`src/rtl/assert_macros.svh`:
```
// ---------------------------------------------------------------------------
// Assertion macros
// Shared concurrent assertion forms for the escaper checks.
// ---------------------------------------------------------------------------
`ifndef ASSERT_MACROS_SVH
`define ASSERT_MACROS_SVH

// same-cycle implication
`define ASSERT_IMPLY(label, clk, rst, ante, cons) \
   label: assert property (@(posedge clk) disable iff (rst) (ante) |-> (cons)) \
      else $error("assertion failed: ante |-> cons");

// next-cycle implication
`define ASSERT_NEXT(label, clk, rst, ante, cons) \
   label: assert property (@(posedge clk) disable iff (rst) (ante) |=> (cons)) \
      else $error("assertion failed: ante |=> cons");

`endif

```
`src/rtl/js_esc_pkg.sv`:
```
// ---------------------------------------------------------------------------
// js_esc_pkg
// Types, character codes and helpers for the string escaper.
// ---------------------------------------------------------------------------
package js_esc_pkg;

   localparam int UNIT_W = 16;
   localparam int IDX_W  = 3;

   localparam logic [UNIT_W-1:0] CH_BACKSLASH = 16'h005C;
   localparam logic [UNIT_W-1:0] CH_SQUOTE    = 16'h0027;
   localparam logic [UNIT_W-1:0] CH_DQUOTE    = 16'h0022;
   localparam logic [UNIT_W-1:0] CH_BACKTICK  = 16'h0060;
   localparam logic [UNIT_W-1:0] CH_DOLLAR    = 16'h0024;
   localparam logic [UNIT_W-1:0] CH_LF        = 16'h000A;
   localparam logic [UNIT_W-1:0] CH_CR        = 16'h000D;
   localparam logic [UNIT_W-1:0] CH_TAB       = 16'h0009;
   localparam logic [UNIT_W-1:0] CH_LSEP      = 16'h2028;
   localparam logic [UNIT_W-1:0] CH_PSEP      = 16'h2029;
   localparam logic [UNIT_W-1:0] CH_CTRL_END  = 16'h0020;
   localparam logic [UNIT_W-1:0] CH_N         = 16'h006E;
   localparam logic [UNIT_W-1:0] CH_R         = 16'h0072;
   localparam logic [UNIT_W-1:0] CH_T         = 16'h0074;
   localparam logic [UNIT_W-1:0] CH_U         = 16'h0075;

   localparam logic [IDX_W-1:0] IDX_FIRST     = 3'd0;
   localparam logic [IDX_W-1:0] IDX_PAIR_LAST = 3'd1;
   localparam logic [IDX_W-1:0] IDX_NIB3      = 3'd2;
   localparam logic [IDX_W-1:0] IDX_NIB2      = 3'd3;
   localparam logic [IDX_W-1:0] IDX_NIB1      = 3'd4;
   localparam logic [IDX_W-1:0] IDX_NIB0      = 3'd5;

   typedef enum logic [1:0] {
      KIND_PLAIN,
      KIND_PAIR,
      KIND_HEX
   } esc_kind_type;

   typedef struct packed {
      logic              busy;
      logic [UNIT_W-1:0] unit;
      logic [IDX_W-1:0]  idx;
   } run_type;

   typedef struct packed {
      logic [UNIT_W-1:0] unit;
      logic              last;
   } sel_type;

   function automatic logic [UNIT_W-1:0] hex_char(input logic [3:0] nib);
      logic [UNIT_W-1:0] res;
      if (nib < 4'd10) begin
         res = 16'h0030 + {12'd0, nib};
      end else begin
         res = 16'h0057 + {12'd0, nib};
      end
      return res;
   endfunction

endpackage

```
`src/rtl/js_esc_req_if.sv`:
```
// ---------------------------------------------------------------------------
// js_esc_req_if
// Input channel: one UTF-16 code unit per item.
// ---------------------------------------------------------------------------
interface js_esc_req_if;
   logic        valid;
   logic        ready;
   logic [15:0] code_unit;

   modport source (output valid, output code_unit, input ready);
   modport sink   (input valid, input code_unit, output ready);
endinterface

```
`src/rtl/js_esc_rsp_if.sv`:
```
// ---------------------------------------------------------------------------
// js_esc_rsp_if
// Result channel: one escaped code unit per item, last unit of a run marked.
// ---------------------------------------------------------------------------
interface js_esc_rsp_if;
   logic        valid;
   logic        ready;
   logic [15:0] out_unit;
   logic        run_last;

   modport source (output valid, output out_unit, output run_last, input ready);
   modport sink   (input valid, input out_unit, input run_last, output ready);
endinterface

```
`src/rtl/js_esc_classify.sv`:
```
// ---------------------------------------------------------------------------
// js_esc_classify
// Decode the held code unit and pick the escaped unit at the run position.
// ---------------------------------------------------------------------------
module js_esc_classify
   import js_esc_pkg::*;
(
   input  run_type run,
   output sel_type sel
);

   esc_kind_type      kind;
   logic [UNIT_W-1:0] pair_char;
   logic [3:0]        nib;

   always_comb begin
      pair_char = run.unit;
      unique case (run.unit) inside
         CH_BACKSLASH, CH_SQUOTE, CH_DQUOTE, CH_BACKTICK, CH_DOLLAR: begin
            kind = KIND_PAIR;
         end
         CH_LF: begin
            kind      = KIND_PAIR;
            pair_char = CH_N;
         end
         CH_CR: begin
            kind      = KIND_PAIR;
            pair_char = CH_R;
         end
         CH_TAB: begin
            kind      = KIND_PAIR;
            pair_char = CH_T;
         end
         CH_LSEP, CH_PSEP: begin
            kind = KIND_HEX;
         end
         default: begin
            kind = (run.unit < CH_CTRL_END) ? KIND_HEX : KIND_PLAIN;
         end
      endcase
   end

   always_comb begin
      case (run.idx)
         IDX_NIB3: nib = run.unit[15:12];
         IDX_NIB2: nib = run.unit[11:8];
         IDX_NIB1: nib = run.unit[7:4];
         default:  nib = run.unit[3:0];
      endcase
   end

   always_comb begin
      unique case (kind)
         KIND_PAIR: begin
            sel.unit = (run.idx == IDX_FIRST) ? CH_BACKSLASH : pair_char;
            sel.last = (run.idx == IDX_PAIR_LAST);
         end
         KIND_HEX: begin
            if (run.idx == IDX_FIRST) begin
               sel.unit = CH_BACKSLASH;
            end else if (run.idx == IDX_PAIR_LAST) begin
               sel.unit = CH_U;
            end else begin
               sel.unit = hex_char(nib);
            end
            sel.last = (run.idx == IDX_NIB0);
         end
         default: begin
            sel.unit = run.unit;
            sel.last = 1'b1;
         end
      endcase
   end

endmodule

```
`src/rtl/js_esc_emit.sv`:
```
// ---------------------------------------------------------------------------
// js_esc_emit
// Run and result registers: hold one input item, step through its escaped
// units and present one unit per cycle while the result channel is free.
// ---------------------------------------------------------------------------
module js_esc_emit
   import js_esc_pkg::*;
(
   input  logic         clock,
   input  logic         reset,
   js_esc_req_if.sink   req_if,
   js_esc_rsp_if.source rsp_if,
   input  sel_type      sel,
   output run_type      run
);

   logic              run_valid_ff, run_valid_in;
   logic [UNIT_W-1:0] run_unit_ff, run_unit_in;
   logic [IDX_W-1:0]  run_idx_ff, run_idx_in;
   logic              out_valid_ff, out_valid_in;
   logic [UNIT_W-1:0] out_unit_ff, out_unit_in;
   logic              out_last_ff, out_last_in;

   logic out_free;
   logic advance;
   logic run_done;
   logic accept;

   assign out_free     = !out_valid_ff || rsp_if.ready;
   assign advance      = run_valid_ff && out_free;
   assign run_done     = advance && sel.last;
   assign req_if.ready = !run_valid_ff || run_done;
   assign accept       = req_if.valid && req_if.ready;

   always_comb begin
      run_valid_in = run_valid_ff;
      run_unit_in  = run_unit_ff;
      run_idx_in   = run_idx_ff;
      if (accept) begin
         run_valid_in = 1'b1;
         run_unit_in  = req_if.code_unit;
         run_idx_in   = IDX_FIRST;
      end else if (run_done) begin
         run_valid_in = 1'b0;
      end else if (advance) begin
         run_idx_in = run_idx_ff + 3'd1;
      end
   end

   always_comb begin
      out_valid_in = out_valid_ff;
      out_unit_in  = out_unit_ff;
      out_last_in  = out_last_ff;
      if (advance) begin
         out_valid_in = 1'b1;
         out_unit_in  = sel.unit;
         out_last_in  = sel.last;
      end else if (rsp_if.ready) begin
         out_valid_in = 1'b0;
      end
   end

   always_ff @(posedge clock) begin
      if (reset) begin
         run_valid_ff <= 1'b0;
         out_valid_ff <= 1'b0;
      end else begin
         run_valid_ff <= run_valid_in;
         out_valid_ff <= out_valid_in;
      end
   end

   always_ff @(posedge clock) begin
      run_unit_ff <= run_unit_in;
      run_idx_ff  <= run_idx_in;
      out_unit_ff <= out_unit_in;
      out_last_ff <= out_last_in;
   end

   assign run.busy        = run_valid_ff;
   assign run.unit        = run_unit_ff;
   assign run.idx         = run_idx_ff;
   assign rsp_if.valid    = out_valid_ff;
   assign rsp_if.out_unit = out_unit_ff;
   assign rsp_if.run_last = out_last_ff;

endmodule

```
`src/rtl/js_string_escape.sv`:
```
// ---------------------------------------------------------------------------
// js_string_escape
// Escapes UTF-16 code units for JavaScript string and template literals.
// ---------------------------------------------------------------------------
// Each input item is one code unit; it yields one, two or six result items,
// the last one flagged by run_last. Ordinary units stream at one item per
// clock while the result channel does not stall. A two-unit escape (quotes,
// backslash, backtick, dollar, \n, \r, \t) or a \uXXXX escape holds the block
// for all its units, as the result register takes at most one unit per cycle
// and the next input item is taken in the cycle the last unit of the current
// run moves to that register. Input and result sides are separated by the
// run register and the result register; no state survives between items.
// ---------------------------------------------------------------------------
`include "assert_macros.svh"

module js_string_escape
   import js_esc_pkg::*;
(
   input  logic         clock,
   input  logic         reset,
   js_esc_req_if.sink   req_if,
   js_esc_rsp_if.source rsp_if
);

   run_type run;
   sel_type sel;

   js_esc_classify u_classify (
      .run (run),
      .sel (sel)
   );

   js_esc_emit u_emit (
      .clock  (clock),
      .reset  (reset),
      .req_if (req_if),
      .rsp_if (rsp_if),
      .sel    (sel),
      .run    (run)
   );

   `ASSERT_NEXT(a_accept_busy, clock, reset, req_if.valid && req_if.ready, run.busy)
   `ASSERT_IMPLY(a_idle_ready, clock, reset, !run.busy, req_if.ready)
   `ASSERT_IMPLY(a_run_pending, clock, reset, rsp_if.valid && !rsp_if.run_last, run.busy)
   `ASSERT_IMPLY(a_escape_lead, clock, reset, run.busy && run.idx == IDX_FIRST && !sel.last, sel.unit == CH_BACKSLASH)

endmodule

```
`src/flat_wrapper.sv`:
```
// flat-port wrapper written by rule: the top's interface ports become plain ports
module js_string_escape_flat import js_esc_pkg::*;
  (clock, reset, req_if_valid, req_if_code_unit, req_if_ready, rsp_if_valid, rsp_if_out_unit, rsp_if_run_last, rsp_if_ready);
  js_esc_req_if req_if_i ();
  js_esc_rsp_if rsp_if_i ();
  input  logic clock;
  input  logic reset;
  input wire logic [$bits(req_if_i.valid)-1:0] req_if_valid;
  input wire logic [$bits(req_if_i.code_unit)-1:0] req_if_code_unit;
  output wire logic [$bits(req_if_i.ready)-1:0] req_if_ready;
  output wire logic [$bits(rsp_if_i.valid)-1:0] rsp_if_valid;
  output wire logic [$bits(rsp_if_i.out_unit)-1:0] rsp_if_out_unit;
  output wire logic [$bits(rsp_if_i.run_last)-1:0] rsp_if_run_last;
  input wire logic [$bits(rsp_if_i.ready)-1:0] rsp_if_ready;
  assign req_if_i.valid = req_if_valid;
  assign req_if_i.code_unit = req_if_code_unit;
  assign req_if_ready = req_if_i.ready;
  assign rsp_if_valid = rsp_if_i.valid;
  assign rsp_if_out_unit = rsp_if_i.out_unit;
  assign rsp_if_run_last = rsp_if_i.run_last;
  assign rsp_if_i.ready = rsp_if_ready;
  js_string_escape u_core (.clock(clock), .reset(reset), .req_if(req_if_i), .rsp_if(rsp_if_i));
endmodule
```
`config.mk`:
```
export PLATFORM = sky130hd
export DESIGN_NAME = js_string_escape_flat
export DESIGN_NICKNAME = d
export VERILOG_FILES = /design/src/rtl/js_esc_pkg.sv /design/src/rtl/js_esc_req_if.sv /design/src/rtl/js_esc_rsp_if.sv /design/src/rtl/js_esc_classify.sv /design/src/rtl/js_esc_emit.sv /design/src/rtl/js_string_escape.sv /design/src/flat_wrapper.sv
export VERILOG_INCLUDE_DIRS = /design/src /design/src/rtl
export SDC_FILE = /design/constraint.sdc
export NUM_CORES = 1
export LEC_CHECK = 0
export ABC_AREA = 0
export BUFFER_PORTS_ARGS = -buffer_cell sky130_fd_sc_hd__buf_2
export CAP_MARGIN = 10
export CORE_MARGIN = 3
export CORE_UTILIZATION = 28
export DETAILED_ROUTE_END_ITERATION = 10
export GPL_TIMING_DRIVEN = 0
export SLEW_MARGIN = 10
export SYNTH_ARGS = -nofsm -noshare
export SYNTH_HDL_FRONTEND = slang
export SYNTH_SLANG_ARGS = --single-unit
```
`constraint.sdc`:
```
create_clock -name clock -period 3.5 [get_ports clock]
set_clock_uncertainty 0.15 [all_clocks]
set_input_delay 1.05 -clock clock [delete_from_list [all_inputs] [get_ports clock]]
set_output_delay 1.05 -clock clock [all_outputs]
set_load 0.02 [all_outputs]
```
==> results.md <==
* Residual DRC count at 0
* Reg clk slew, reported paths at around 0.07 ns
* Hold Crit Class: flop to flop
* Clk sinks at 38
* Dpl cell area at between 2000 and 3000 um2
* CP top delay family: simple AND/OR/NAND/NOR gates
* Port bufs at 38
* Setup CP Type: flop to output port
* Syn nets at between 200 and 250
* Global route total overflow at 0
* Die width at between 90 and 100 um
* Max clock buf depth at 2
* P_leak at about 1.0 nW
* Crit path buf inv count at 1
* Mapped Cells at roughly 200
* 1st-pass router iterations at 4
* CTS Root Cell: clkbuf_8
* Most area-consuming cells after synthesis: edfxtp_1 46%, dfxtp_1 4.6%, ha_1 4.6%
* Non-filler cells, final at around 360
* Worst reg-to-reg path cell count at 11
* RSZ-0062 raised after global routing: true
* Synth cell types at 49
* Vias in the first global route at 1699
* Failing checks: negative setup slack
* #FFs+latches synth at 38
* Startpoint types: flop
* Worst EP arrival at ~2.8 ns
* WHS Endpoint: u_core.u_emit.run_valid_ff
* Layout net count at about 290
* Worst-path cell chain: or4_4 -> nand4b_4 -> a21oi_4 -> a41oi_2 -> nand2b_1 -> a21oi_2 -> ha_2 -> mux2_4 -> a21oi_4 -> o21ai_4 -> buf_6
* GRT Overall Usage at between 10% and 20%
* Slew margin rel. at a little over two thirds
* Sequential share of the synthesized area at 50.6%
* Cts hold-fix bufs at 0
* Num CTS Buffers at 5
* Final worst-path cycle share at 114%
* Pwr dens at between 300 and 400 nW/um2
* Share of layout cells above drive strength 1 at between 20% and 30%
* Hpwl dp at between 3 and 4 mm
* CTS HTree Levels at 2
* Area of the multi-input gates at about 1100 um2
* Synthesized-area fraction occupied by and/or/nand/nor cells at between 20% and 30%
* Final setup violation count at 1
* Largest fanout on the critical path at 3
* Req. time, crit path at approximately 2.3 ns
* Wire length per cell at between 10 and 15 um
* Worst vdd ir at approximately 0.13 mV
* Syn Area/Cell at 10.7 um2
* Pin count of the biggest net entering global routing at 20
* Placed insts at 339
* Final Cell Area at between 2000 and 3000 um2
* Area taken by flip-flops and latches at between 1000 and 1500 um2
* Area leader, netlist: edfxtp_1
* Final-layout fill cell count at about 760
* Share of flip-flops with an asynchronous set or reset at 0%
* Fmax achieved at 251 MHz
* Number of synthesis warnings at 0
* Reg2reg start: u_core.u_emit.run_unit_ff[8]
* Number of core rows at 31
* Worst setup EP type: output port
* Dominant cell by count in the synthesized netlist: edfxtp_1
* Ys flop type: edfxtp_1
* CTS tree: yes
* Post-DRT Antenna Nets at 0
* Post-synthesis compound-gate area fraction at a little under a fifth
* Initial Util at 29.2%
* Initial antenna violation count at 0
* Mux contribution to synthesized area at less than 1%
* Slowest-stage cell, CP: or4_4
* Area grow syn2layout at 27.5%
* Clock Latency Late Sink at 0.29 ns
* CP dominant cell by count: a21oi_4
* Slew @ Worst Pin at 0.444 ns
* HP Start: u_core.u_emit.run_valid_ff
* Slew Limit Fails at 0
* GP Congestion at around 0.90
* Hold Crit Depth at 2
* Final min period at around 4 ns
* Mean number of vias per cell at between 4 and 5
* Core Area at around 7400 um2
* First-pass GRT wire length at slightly below 8 mm
* DRT iter0 DRCs at ~120
* Synth Area in Adders at ~4.6%
* R2r setup slk at 0.23 ns
* Die Y at ~94 um
* Most frequent cells after synthesis: 33 x edfxtp_1, 24 x nor2_1, 11 x and2_1
* Vias at between 1500 and 2000
* Worst reg2reg endpoint: u_core.u_emit.run_unit_ff[4]
* Main combinational cell family by area after synthesis: simple AND/OR/NAND/NOR gates
* Final total power at about 990 uW
* Share of the synthesized area in the top cell type at a little under half
* Status: complete, but fails checks
* Minimum hold slack at 0.383 ns
* Setup Total Neg Slack at -0.489 ns
* Mapped cell area at between 2000 and 2500 um2
* Final WS setup at -0.489 ns
* CP peak stage delay at slightly below 0.6 ns
* WL final at 5.04 mm
* Maxcap violations at 0
* I/O pins at 39
* Synth Area in XOR/XNOR at 0.813%
* Die ar. at ~9000 um2
* Ant. Diodes at 0
* Fin. Hold Viols at 0
* Number of synthesized flops with an enable pin at 33
where the power goes:
| group | total, mW | internal, mW | switching, mW | leakage, nW |
|---|---|---|---|---|
| Clock | 0.361 | 0.213 | 0.148 | 0.0524 |
| Combinational | 0.0887 | 0.0394 | 0.0493 | 0.640 |
| Sequential | 0.537 | 0.517 | 0.0201 | 0.353 |
| Total | 0.987 | 0.769 | 0.217 | 1.05 |
stage by stage:
stage / utilization [%] / worst slack, ns
2_1_floorplan: - / -0.0765
6_report: 37.3 / -0.489
4_1_cts: 37.0 / -0.507
5_1_grt: 37.3 / -0.584
3_5_place_dp: 34.5 / -0.455
3_3_place_gp: 34.2 / -0.449
cells in the final DEF, fill, tap and decap left out, drive strengths merged, types with 2 or more instances in the layout:
| cell type | count |
|---|---|
| a211oi | 4 |
| a21o | 2 |
| a21oi | 10 |
| a22oi | 3 |
| a31oi | 3 |
| and2 | 11 |
| and3 | 2 |
| buf | 53 |
| clkbuf | 10 |
| dfxtp | 5 |
| edfxtp | 33 |
| ha | 8 |
| inv | 10 |
| nand2 | 9 |
| nand2b | 9 |
| nand3 | 4 |
| nand3b | 4 |
| nor2 | 24 |
| nor2b | 6 |
| nor3 | 5 |
| o21a | 2 |
| o21ai | 11 |
| o22ai | 2 |
| o31ai | 2 |
| o32a | 3 |
| o32ai | 2 |
sequential cells by signal (all words and copies together) (netlist names):
name,flops
u_core.u_emit.rsp_if.valid,1
u_core.u_emit.run_valid_ff,1
u_core.u_emit.rsp_if.out_unit,16
u_core.u_emit.run_unit_ff,16
u_core.u_emit.run_idx_ff,3
u_core.u_emit.rsp_if.run_last,1
cells by family (layout without fill, tap and decap cells):
kind of cell               count (synthesis)  count (layout)
xor gates and xnor gates                   2               2
muxes                                      2               2
AOI/OAI and AO/OA                         53              53
buffers and inverters                     17              74
DFF                                       38              38
and+or+nand+nor                           81              81
adders and majority gates                  8               8
what timing repair did:
item,in CTS,in global routing
pin swaps,4,3
gates resized for setup,6,0
endpoints found under the setup margin,20,1
buffers inserted,10,3
endpoints found under the hold margin,0,0
cell type report:
cell class / instances / share of cell area, %
sequential: 38 / 39.7
multi-input combinational: 146 / 38.7
timing repair buffer: 52 / 11.3
tap: 99 / 4.51
clock buffer: 7 / 2.78
inverter: 10 / 1.37
clock inverter: 1 / 1.09
buffer: 4 / 0.592
per-layer routing:
| metal | global-route usage [%] | part of all wire [%] |
|---|---|---|
| met1 | 13.7 | 43 |
| met2 | 20.2 | 49 |
| met3 | 2.32 | 3.9 |
| met4 | 6.98 | 3.7 |
| met5 | 0 | 0 |
worst register-to-register path: stages (launching register included):
cell	delay, ns
edfxtp_1	0.41
or4_4	0.58
nand4b_4	0.20
a21oi_4	0.16
a41oi_2	0.06
nand2b_1	0.15
a21o_1	0.16
ha_4	0.20
mux2_4	0.18
a21oi_4	0.07
o21ai_4	0.16
and2_2	0.44
worst max path at each step:
stage | startpoint | to | slack (ns) | cells after the start
after global routing | u_core.u_emit.run_unit_ff[8] | req_if_ready | -0.58 | 11
after detailed placement | u_core.u_emit.run_unit_ff[9] | req_if_ready | -0.45 | 12
after CTS | u_core.u_emit.run_unit_ff[9] | req_if_ready | -0.51 | 11
after global placement | u_core.u_emit.run_unit_ff[9] | req_if_ready | -0.45 | 12
final | u_core.u_emit.run_unit_ff[8] | req_if_ready | -0.49 | 11
after floorplan | u_core.u_emit.run_unit_ff[9] | req_if_ready | -0.08 | 11
(Power assumes the default switching activity.)
